==> config.mk <==
export PLATFORM = sky130hd
export DESIGN_NAME = histogram_mode_antimode_finder
export DESIGN_NICKNAME = d
export VERILOG_FILES = /design/src/design/hmaf_pkg.sv /design/src/design/hmaf_ram.sv /design/src/design/hmaf_front.sv /design/src/design/hmaf_back.sv /design/src/design/histogram_mode_antimode_finder.sv
export VERILOG_INCLUDE_DIRS = /design/src /design/src/design
export SDC_FILE = /design/constraint.sdc
export NUM_CORES = 2
export LEC_CHECK = 0
export BUFFER_PORTS_ARGS = -buffer_cell sky130_fd_sc_hd__buf_2
export CAP_MARGIN = 15
export CORE_UTILIZATION = 25
export DETAILED_ROUTE_END_ITERATION = 6
export SETUP_SLACK_MARGIN = 0.1
export SLEW_MARGIN = 10
export SYNTH_ARGS = -nofsm -noshare
export SYNTH_HDL_FRONTEND = slang
export SYNTH_SLANG_ARGS = --single-unit
export TNS_END_PERCENT = 100
==> constraint.sdc <==
create_clock -name aclk -period 18.2 [get_ports aclk]
set_input_delay 1.82 -clock aclk [delete_from_list [all_inputs] [get_ports aclk]]
set_output_delay 1.82 -clock aclk [all_outputs]
set_load 0.03 [all_outputs]
==> src/design/assert_macros.svh <==
// ----------------------------------------------------------------------------
// Assertion macros
// Concurrent assertion shorthands. They compile to nothing under SYNTHESIS.
// ----------------------------------------------------------------------------
`ifndef ASSERT_MACROS_SVH
`define ASSERT_MACROS_SVH

`ifndef SYNTHESIS

// Same-cycle implication, disabled while reset is asserted (active low).
`define HMAF_ASSERT_IMP(label, clk, rstn, cond, prop) \
    label: assert property (@(posedge clk) disable iff (!rstn) (cond) |-> (prop)) \
        else $error("histogram finder: same-cycle check failed");

// Next-cycle implication, disabled while reset is asserted (active low).
`define HMAF_ASSERT_NXT(label, clk, rstn, cond, prop) \
    label: assert property (@(posedge clk) disable iff (!rstn) (cond) |=> (prop)) \
        else $error("histogram finder: next-cycle check failed");

`else

`define HMAF_ASSERT_IMP(label, clk, rstn, cond, prop)
`define HMAF_ASSERT_NXT(label, clk, rstn, cond, prop)

`endif

`endif

==> src/design/hmaf_pkg.sv <==
// ----------------------------------------------------------------------------
// hmaf_pkg
// Shared widths, payload types and control codes of the histogram finder.
// ----------------------------------------------------------------------------
`timescale 1ns / 1ps

package hmaf_pkg;

    localparam int KEY_BITS    = 8;
    localparam int COUNT_BITS  = 11;
    localparam int NUM_BINS    = 1 << KEY_BITS;
    localparam int QUEUE_DEPTH = 4;

    localparam logic [COUNT_BITS-1:0] COUNT_MAX = {COUNT_BITS{1'b1}};

    typedef logic [KEY_BITS-1:0]   bin_addr_t;
    typedef logic [COUNT_BITS-1:0] count_t;

    typedef struct packed {
        logic signed [KEY_BITS-1:0] key_value;
        logic                       is_last;
    } in_item_t;

    typedef struct packed {
        logic [COUNT_BITS-1:0]      top_count;
        logic signed [KEY_BITS-1:0] top_key_small;
        logic signed [KEY_BITS-1:0] top_key_large;
        logic [COUNT_BITS-1:0]      low_count;
        logic signed [KEY_BITS-1:0] low_key_small;
        logic signed [KEY_BITS-1:0] low_key_large;
        logic                       count_saturated;
    } out_item_t;

    typedef enum logic [1:0] {
        ST_CLEAR,
        ST_COUNT,
        ST_SCAN
    } back_state_t;

endpackage

==> src/design/hmaf_ram.sv <==
// ----------------------------------------------------------------------------
// hmaf_ram
// Generic simple dual-port RAM: one write port, one read port, registered read.
// ----------------------------------------------------------------------------
`timescale 1ns / 1ps

module hmaf_ram #(
    parameter int DATA_BITS = 8,
    parameter int ADDR_BITS = 8
) (
    input  logic                 aclk,
    input  logic                 wr_en,
    input  logic [ADDR_BITS-1:0] wr_addr,
    input  logic [DATA_BITS-1:0] wr_data,
    input  logic                 rd_en,
    input  logic [ADDR_BITS-1:0] rd_addr,
    output logic [DATA_BITS-1:0] rd_data
);

    logic [DATA_BITS-1:0] mem_reg [2**ADDR_BITS];
    logic [DATA_BITS-1:0] rd_data_reg;

    // A read of the address being written returns the old contents.
    always_ff @(posedge aclk) begin
        if (wr_en) begin
            mem_reg[wr_addr] <= wr_data;
        end
        if (rd_en) begin
            rd_data_reg <= mem_reg[rd_addr];
        end
    end

    assign rd_data = rd_data_reg;

endmodule

==> src/design/hmaf_front.sv <==
// ----------------------------------------------------------------------------
// hmaf_front
// Input side: takes keys from the input channel and queues them for the back.
// ----------------------------------------------------------------------------
`timescale 1ns / 1ps

module hmaf_front #(
    parameter int QUEUE_DEPTH = hmaf_pkg::QUEUE_DEPTH
) (
    input  logic               aclk,
    input  logic               aresetn,
    input  logic               accept_en,
    input  logic               s_valid,
    output logic               s_ready,
    input  hmaf_pkg::in_item_t s_data,
    output logic               q_valid,
    output hmaf_pkg::in_item_t q_item,
    input  logic               q_pop
);

    localparam int PTR_BITS = (QUEUE_DEPTH > 1) ? $clog2(QUEUE_DEPTH) : 1;
    localparam int LVL_BITS = $clog2(QUEUE_DEPTH + 1);
    localparam logic [PTR_BITS-1:0] LAST_SLOT = PTR_BITS'(QUEUE_DEPTH - 1);
    localparam logic [LVL_BITS-1:0] FULL_LVL  = LVL_BITS'(QUEUE_DEPTH);

    hmaf_pkg::in_item_t  slots_reg [QUEUE_DEPTH];
    logic [PTR_BITS-1:0] wr_ptr_reg, wr_ptr_next;
    logic [PTR_BITS-1:0] rd_ptr_reg, rd_ptr_next;
    logic [LVL_BITS-1:0] level_reg, level_next;
    logic                push, pop;

    assign s_ready = accept_en && (level_reg != FULL_LVL);
    assign q_valid = (level_reg != '0);
    assign q_item  = slots_reg[rd_ptr_reg];

    assign push = s_valid && s_ready;
    assign pop  = q_pop && q_valid;

    always_comb begin
        wr_ptr_next = wr_ptr_reg;
        rd_ptr_next = rd_ptr_reg;
        if (push) begin
            wr_ptr_next = (wr_ptr_reg == LAST_SLOT) ? '0 : wr_ptr_reg + PTR_BITS'(1);
        end
        if (pop) begin
            rd_ptr_next = (rd_ptr_reg == LAST_SLOT) ? '0 : rd_ptr_reg + PTR_BITS'(1);
        end
        level_next = level_reg + LVL_BITS'(push) - LVL_BITS'(pop);
    end

    always_ff @(posedge aclk) begin
        if (!aresetn) begin
            wr_ptr_reg <= '0;
            rd_ptr_reg <= '0;
            level_reg  <= '0;
        end else begin
            wr_ptr_reg <= wr_ptr_next;
            rd_ptr_reg <= rd_ptr_next;
            level_reg  <= level_next;
        end
    end

    always_ff @(posedge aclk) begin
        if (push) begin
            slots_reg[wr_ptr_reg] <= s_data;
        end
    end

endmodule

==> src/design/hmaf_back.sv <==
// ----------------------------------------------------------------------------
// hmaf_back
// Histogram engine: counts keys in a bin RAM, scans it on the last key of a
// set, clears each bin as it is scanned, and holds the result for transfer.
// ----------------------------------------------------------------------------
`timescale 1ns / 1ps

module hmaf_back (
    input  logic                aclk,
    input  logic                aresetn,
    input  logic                q_valid,
    input  hmaf_pkg::in_item_t  q_item,
    output logic                q_pop,
    output logic                accept_en,
    output logic                m_valid,
    input  logic                m_ready,
    output hmaf_pkg::out_item_t m_data
);

    localparam int KB = hmaf_pkg::KEY_BITS;
    localparam int CB = hmaf_pkg::COUNT_BITS;
    localparam logic [KB-1:0] SIGN_FLIP = {1'b1, {(KB-1){1'b0}}};

    hmaf_pkg::back_state_t state_reg, state_next;

    logic [KB:0]   idx_reg, idx_next;
    logic          b_valid_reg, b_valid_next;
    logic [KB-1:0] b_key_reg, b_key_next;
    logic          b_last_reg, b_last_next;
    logic          fwd_valid_reg, fwd_valid_next;
    logic [KB-1:0] fwd_key_reg, fwd_key_next;
    logic [CB-1:0] fwd_cnt_reg, fwd_cnt_next;
    logic          sat_reg, sat_next;
    logic          sc_valid_reg, sc_valid_next;
    logic [KB-1:0] sc_idx_reg, sc_idx_next;
    logic [CB-1:0] top_reg, top_next;
    logic [KB-1:0] top_s_reg, top_s_next, top_l_reg, top_l_next;
    logic [CB-1:0] low_reg, low_next;
    logic [KB-1:0] low_s_reg, low_s_next, low_l_reg, low_l_next;
    logic          low_valid_reg, low_valid_next;
    logic          out_valid_reg, out_valid_next;
    hmaf_pkg::out_item_t out_reg, out_next;

    logic          wr_en, rd_en;
    logic [KB-1:0] wr_addr, rd_addr;
    logic [CB-1:0] wr_data, rd_data;
    logic [CB-1:0] cnt_old, cnt_new;

    hmaf_ram #(
        .DATA_BITS(CB),
        .ADDR_BITS(KB)
    ) u_bins (
        .aclk   (aclk),
        .wr_en  (wr_en),
        .wr_addr(wr_addr),
        .wr_data(wr_data),
        .rd_en  (rd_en),
        .rd_addr(rd_addr),
        .rd_data(rd_data)
    );

    // The bin written in the previous cycle was read before that write landed,
    // so a back-to-back repeat of the same key takes the forwarded count.
    assign cnt_old = (fwd_valid_reg && (fwd_key_reg == b_key_reg)) ? fwd_cnt_reg : rd_data;
    assign cnt_new = (cnt_old == hmaf_pkg::COUNT_MAX) ? cnt_old : cnt_old + CB'(1);

    assign accept_en = (state_reg != hmaf_pkg::ST_CLEAR);
    assign m_valid   = out_valid_reg;
    assign m_data    = out_reg;

    always_comb begin
        state_next     = state_reg;
        idx_next       = idx_reg;
        b_valid_next   = 1'b0;
        b_key_next     = b_key_reg;
        b_last_next    = b_last_reg;
        fwd_valid_next = 1'b0;
        fwd_key_next   = fwd_key_reg;
        fwd_cnt_next   = fwd_cnt_reg;
        sat_next       = sat_reg;
        sc_valid_next  = 1'b0;
        sc_idx_next    = sc_idx_reg;
        top_next       = top_reg;
        top_s_next     = top_s_reg;
        top_l_next     = top_l_reg;
        low_next       = low_reg;
        low_s_next     = low_s_reg;
        low_l_next     = low_l_reg;
        low_valid_next = low_valid_reg;
        out_valid_next = out_valid_reg && !m_ready;
        out_next       = out_reg;
        q_pop          = 1'b0;
        wr_en          = 1'b0;
        wr_addr        = b_key_reg;
        wr_data        = '0;
        rd_en          = 1'b0;
        rd_addr        = q_item.key_value;

        unique case (state_reg)
            hmaf_pkg::ST_CLEAR: begin
                wr_en    = 1'b1;
                wr_addr  = idx_reg[KB-1:0];
                idx_next = idx_reg + (KB+1)'(1);
                if (idx_reg[KB-1:0] == {KB{1'b1}}) begin
                    idx_next   = '0;
                    state_next = hmaf_pkg::ST_COUNT;
                end
            end

            hmaf_pkg::ST_COUNT: begin
                // Hold further keys once the last key of a set is in flight.
                q_pop        = q_valid && !(b_valid_reg && b_last_reg);
                rd_en        = q_pop;
                b_valid_next = q_pop;
                if (q_pop) begin
                    b_key_next  = q_item.key_value;
                    b_last_next = q_item.is_last;
                end
                if (b_valid_reg) begin
                    wr_en          = 1'b1;
                    wr_addr        = b_key_reg;
                    wr_data        = cnt_new;
                    fwd_valid_next = 1'b1;
                    fwd_key_next   = b_key_reg;
                    fwd_cnt_next   = cnt_new;
                    if (cnt_new == hmaf_pkg::COUNT_MAX) begin
                        sat_next = 1'b1;
                    end
                    if (b_last_reg) begin
                        state_next     = hmaf_pkg::ST_SCAN;
                        idx_next       = '0;
                        top_next       = '0;
                        low_valid_next = 1'b0;
                    end
                end
            end

            hmaf_pkg::ST_SCAN: begin
                // Flipping the sign bit visits the bins in ascending signed order.
                if (!idx_reg[KB]) begin
                    rd_en         = 1'b1;
                    rd_addr       = idx_reg[KB-1:0] ^ SIGN_FLIP;
                    idx_next      = idx_reg + (KB+1)'(1);
                    sc_valid_next = 1'b1;
                    sc_idx_next   = idx_reg[KB-1:0] ^ SIGN_FLIP;
                end
                if (sc_valid_reg) begin
                    wr_en   = 1'b1;
                    wr_addr = sc_idx_reg;
                    wr_data = '0;
                    if (rd_data != '0) begin
                        if (rd_data > top_reg) begin
                            top_next   = rd_data;
                            top_s_next = sc_idx_reg;
                            top_l_next = sc_idx_reg;
                        end else if (rd_data == top_reg) begin
                            top_l_next = sc_idx_reg;
                        end
                        if (!low_valid_reg || (rd_data < low_reg)) begin
                            low_next       = rd_data;
                            low_s_next     = sc_idx_reg;
                            low_l_next     = sc_idx_reg;
                            low_valid_next = 1'b1;
                        end else if (rd_data == low_reg) begin
                            low_l_next = sc_idx_reg;
                        end
                    end
                end
                // The result waits here until the output register is free.
                if (idx_reg[KB] && !sc_valid_reg && (!out_valid_reg || m_ready)) begin
                    out_valid_next           = 1'b1;
                    out_next.top_count       = top_reg;
                    out_next.top_key_small   = top_s_reg;
                    out_next.top_key_large   = top_l_reg;
                    out_next.low_count       = low_reg;
                    out_next.low_key_small   = low_s_reg;
                    out_next.low_key_large   = low_l_reg;
                    out_next.count_saturated = sat_reg;
                    sat_next                 = 1'b0;
                    idx_next                 = '0;
                    state_next               = hmaf_pkg::ST_COUNT;
                end
            end

            default: begin
                state_next = hmaf_pkg::ST_CLEAR;
                idx_next   = '0;
            end
        endcase
    end

    always_ff @(posedge aclk) begin
        if (!aresetn) begin
            state_reg     <= hmaf_pkg::ST_CLEAR;
            idx_reg       <= '0;
            b_valid_reg   <= 1'b0;
            fwd_valid_reg <= 1'b0;
            sat_reg       <= 1'b0;
            sc_valid_reg  <= 1'b0;
            low_valid_reg <= 1'b0;
            out_valid_reg <= 1'b0;
        end else begin
            state_reg     <= state_next;
            idx_reg       <= idx_next;
            b_valid_reg   <= b_valid_next;
            fwd_valid_reg <= fwd_valid_next;
            sat_reg       <= sat_next;
            sc_valid_reg  <= sc_valid_next;
            low_valid_reg <= low_valid_next;
            out_valid_reg <= out_valid_next;
        end
    end

    always_ff @(posedge aclk) begin
        b_key_reg   <= b_key_next;
        b_last_reg  <= b_last_next;
        fwd_key_reg <= fwd_key_next;
        fwd_cnt_reg <= fwd_cnt_next;
        sc_idx_reg  <= sc_idx_next;
        top_reg     <= top_next;
        top_s_reg   <= top_s_next;
        top_l_reg   <= top_l_next;
        low_reg     <= low_next;
        low_s_reg   <= low_s_next;
        low_l_reg   <= low_l_next;
        out_reg     <= out_next;
    end

endmodule

==> src/design/histogram_mode_antimode_finder.sv <==
// ----------------------------------------------------------------------------
// histogram_mode_antimode_finder
// Counts signed keys in a histogram and, on the last key of a set, reports the
// most and the least frequent counts with their smallest and largest keys.
//
//   Channel | Direction | Handshake          | Payload
//   s_      | in        | s_valid / s_ready  | hmaf_pkg::in_item_t  (one key)
//   m_      | out       | m_valid / m_ready  | hmaf_pkg::out_item_t (one per set)
//
// A key that is not last is counted at one per cycle through the bin RAM while the back is counting.
// A last key adds a scan of the bin RAM, one bin per cycle.
// After reset the bin RAM is cleared one bin per cycle, during which s_ready
// is low.
// Keys queue in the front while the back scans or a result awaits transfer.
// ----------------------------------------------------------------------------
`timescale 1ns / 1ps

`include "assert_macros.svh"

module histogram_mode_antimode_finder #(
    parameter int QUEUE_DEPTH = hmaf_pkg::QUEUE_DEPTH
) (
    input  logic                aclk,
    input  logic                aresetn,
    input  logic                s_valid,
    output logic                s_ready,
    input  hmaf_pkg::in_item_t  s_data,
    output logic                m_valid,
    input  logic                m_ready,
    output hmaf_pkg::out_item_t m_data
);

    logic               q_valid;
    logic               q_pop;
    logic               accept_en;
    hmaf_pkg::in_item_t q_item;

    hmaf_front #(
        .QUEUE_DEPTH(QUEUE_DEPTH)
    ) u_front (
        .aclk     (aclk),
        .aresetn  (aresetn),
        .accept_en(accept_en),
        .s_valid  (s_valid),
        .s_ready  (s_ready),
        .s_data   (s_data),
        .q_valid  (q_valid),
        .q_item   (q_item),
        .q_pop    (q_pop)
    );

    hmaf_back u_back (
        .aclk     (aclk),
        .aresetn  (aresetn),
        .q_valid  (q_valid),
        .q_item   (q_item),
        .q_pop    (q_pop),
        .accept_en(accept_en),
        .m_valid  (m_valid),
        .m_ready  (m_ready),
        .m_data   (m_data)
    );

    `HMAF_ASSERT_IMP(a_counts_ordered, aclk, aresetn, m_valid, (m_data.low_count != '0) && (m_data.low_count <= m_data.top_count))
    `HMAF_ASSERT_IMP(a_top_keys_ordered, aclk, aresetn, m_valid, $signed(m_data.top_key_small) <= $signed(m_data.top_key_large))
    `HMAF_ASSERT_IMP(a_low_keys_ordered, aclk, aresetn, m_valid, $signed(m_data.low_key_small) <= $signed(m_data.low_key_large))
    `HMAF_ASSERT_NXT(a_no_result_in_clear, aclk, aresetn, !accept_en, !m_valid)

endmodule
==> flow_summary.json <==
{
  "outcome": "finished, violations left",
  "failed_checks": "DRC",
  "area_taken_by_multi_input_logic_gates_sq_mm": 0.0298,
  "crit_required_ns": 18.92,
  "ys_seq_area_share_pct": 73.5,
  "power.ir.vdd_worst_mv": 0.122,
  "drc": 10,
  "drt_first_iter_violations": 10717,
  "dpl_worst_slack_ns": 10.91,
  "die_h_um": 705,
  "fmax_mhz": 137,
  "pin_count_of_the_biggest_net_entering_global_routing": 192,
  "power.total_w": 0.0198,
  "floorplan.initialDensity_pct": 25.2,
  "core-area_sq_mm": 0.491,
  "synth-seq-cells": 3034,
  "post-route-min-period_ns": 7.31,
  "final.setup_skew_ns": 0.0988,
  "clk_latency_ns": 0.91,
  "cts_root_buf": "clkbuf_16",
  "synthesized_net_count": 8351,
  "yosysWarningCount": 0,
  "finalSetupViolCount": 0,
  "final.hold.worst_slack_ns": 0.418,
  "design.final.nets": 8566,
  "cp.arrival_ns": 8.02,
  "drv_slew": 0,
  "grt_antenna_before_repair": 12,
  "path_clk_slew_ns": 0.06,
  "critical_path.endpoint_type": "register",
  "finalWirelength_um": 395000,
  "std_cell_rows": 257,
  "synth.avg_cell_area_sq_um": 14.9,
  "cts-resized-gates": 0,
  "power_leakage_nw": 42.8,
  "cpMaxStageDelayCell": "buf_4",
  "numClockSinks": 3034,
  "power.density_mw_per_mm2": 139,
  "synth-main-ff-cell": "edfxtp_1",
  "cp-endpoint": "u_back.u_bins.rd_data[0]",
  "die_area_sq_mm": 0.498,
  "n_fill_cell": 48891,
  "syn_area_sq_mm": 0.124,
  "postSynth.asyncResetShare_pct": 0,
  "hold_class": "register to register",
  "crit_family": "buffers and inverters",
  "startpoint_type": "register",
  "max-slew-margin-rel_pct": 5.04,
  "number_of_distinct_library_cells_after_synthesis": 90,
  "worst-setup-path-type": "register to register",
  "cp.depth": 15,
  "regToRegStartpoint": "u_back.state_reg[0]",
  "area_delta_synth_final_pct": 15.1,
  "viasPerCell": 5.10,
  "syn-instance-count": 8302,
  "grt_setup_unrepaired": "false",
  "fin_setup_tns_ns": 0,
  "globalRouteOverflowTotal": 0,
  "io_pins": 70,
  "cap_violations": 0,
  "final-seq-area_sq_mm": 0.0908,
  "post_route_cells_drive_above_1_share_pct": 12.6,
  "groute.usage.overall_pct": 15.1,
  "tritoncts": "done",
  "drt-pass1-iter-count": 7,
  "timing.reg2reg.setup_slack_ns": 10.90,
  "crit_path_buffers_inverters": 5,
  "slowest_delay_ns": 0.87,
  "r2r-end": "u_back.u_bins.rd_data[0]",
  "worstRegToRegCells": 15,
  "tightest_slew_ns": 1.42,
  "port_buffers": 69,
  "die_x_um": 705,
  "worst-path-max-fanout": 90,
  "numCtsBuffers": 320,
  "first_global_vias": 71924,
  "num_vias": 77699,
  "cp-startpoint": "u_back.state_reg[0]",
  "timing.final.hold_violations": 0,
  "routed_wirelength_normalized_by_instance_count_um": 25.9,
  "postCtsHoldBufs": 0,
  "cts_htree_levels": 5,
  "cp_common_cell": "buf_4",
  "hpwl_um": 237000,
  "ant_nets": 0,
  "finalWeightedCongestion": 0.912,
  "largest_register_ff_count": 2816,
  "synth-edff-count": 3008,
  "grt_pass1_wl_um": 551000,
  "cts-root-to-sink-buffers": 4,
  "worstPathCellList": "inv_1 > ha_1 > nand2b_1 > buf_4 > nand3_4 > nand2_8 > buf_4 > buf_4 > buf_4 > mux2i_1 > o221ai_1 > a21oi_1 > o31ai_1 > nand3_1 > nor4_2",
  "post-cts-setup-buffer-count": 0,
  "timing.final.ws_setup_ns": 10.90,
  "min_period_over_period_pct": 40.1
}
-- final cells by class --
class	instances	area share (%)
clock buffer	406	5.94
sequential	3034	63.8
tap	6475	5.69
inverter	58	0.155
timing repair buffer	475	2.49
clock inverter	150	0.899
antenna	5	0.00879
multi-input combinational	4628	21.0
-- per-stage QoR --
| step | utilization, % | instances | instance area (sq um) |
|---|---|---|---|
| finish | 29.0 | 15231 | 142000 |
| global route | 29.0 | 15226 | 142000 |
| CTS | 28.9 | 15211 | 142000 |
| detailed placement | 27.0 | 14655 | 132000 |
| global placement | 26.9 | 14636 | 132000 |
| floorplan | - | 8302 | 124000 |
-- cell families after synthesis --
| family | count (synthesis) | share of synthesized area [%] |
|---|---|---|
| xor+xnor | 21 | 0.149 |
| compound gates | 1593 | 8.87 |
| fa+ha+maj | 36 | 0.370 |
| mux | 749 | 6.26 |
| flops | 3034 | 73.5 |
| buf+inv | 640 | 2.78 |
| simple gates | 2229 | 8.10 |
-- Yosys cell counts, types with 55 or more instances --
| master | count | share of area, % |
|---|---|---|
| a211o_1 | 55 | 0.39 |
| a211oi_1 | 184 | 1.1 |
| a21oi_1 | 416 | 1.7 |
| a221oi_1 | 61 | 0.43 |
| a31oi_1 | 110 | 0.56 |
| and3_1 | 61 | 0.31 |
| buf_2 | 228 | 0.92 |
| buf_4 | 94 | 0.57 |
| clkbuf_1 | 191 | 0.58 |
| edfxtp_1 | 3008 | 73 |
| inv_1 | 57 | 0.17 |
| mux2_2 | 83 | 0.76 |
| mux2i_1 | 653 | 5.3 |
| nand2_1 | 1086 | 3.3 |
| nand3_1 | 382 | 1.5 |
| nor2_1 | 359 | 1.1 |
| nor3_1 | 91 | 0.37 |
| o21ai_0 | 204 | 0.83 |
| o221ai_1 | 121 | 0.86 |
-- metal layers --
layer / up-vias / global-route usage [%] / routed length [um] / share of wire (%)
met4: 10 / 6.34 / 18600 / 4.7
li1: 32789 / - / - / -
met3: 818 / 3.91 / 45300 / 11
met1: 39560 / 20.6 / 159000 / 40
met2: 4522 / 22.7 / 172000 / 44
met5: - / 0 / 70 / 0.018
-- report_power, final --
group | internal [W] | total [W] | switching [W]
combinational | 0.00157 | 0.00565 | 0.00408
sequential | 0.00784 | 0.00794 | 0.000102
clock | 0.00351 | 0.00623 | 0.00272
total | 0.0129 | 0.0198 | 0.00690
-- placed cells by master, fill, tap and decap left out, types with 71 or more instances in the layout --
master,Yosys,layout
o221ai_1,121,120
nand2_1,1086,1085
buf_2,228,71
clkbuf_1,191,79
a31oi_1,110,109
a21oi_1,416,414
a211oi_1,184,183
mux2i_1,653,653
edfxtp_1,3008,3008
clkbuf_16,0,324
nor3_1,91,89
nor2_1,359,334
o21ai_0,204,202
buf_4,94,385
mux2_2,83,83
nand3_1,382,364
-- worst min path at each step --
stage | start | endpoint | slack, ns | depth (start not counted)
after floorplan | u_back.low_s_reg[1] | u_back.m_data[10] | 0.40 | 0
after global placement | u_back.top_l_reg[1] | u_back.m_data[29] | 0.40 | 0
after detailed placement | u_back.low_s_reg[1] | u_back.m_data[10] | 0.40 | 0
after CTS | u_back.low_l_reg[0] | u_back.m_data[1] | 0.42 | 0
after global routing | u_back.top_s_reg[1] | u_back.m_data[37] | 0.42 | 0
final | u_back.low_s_reg[1] | u_back.m_data[10] | 0.42 | 0
(Power assumes the default switching activity.)
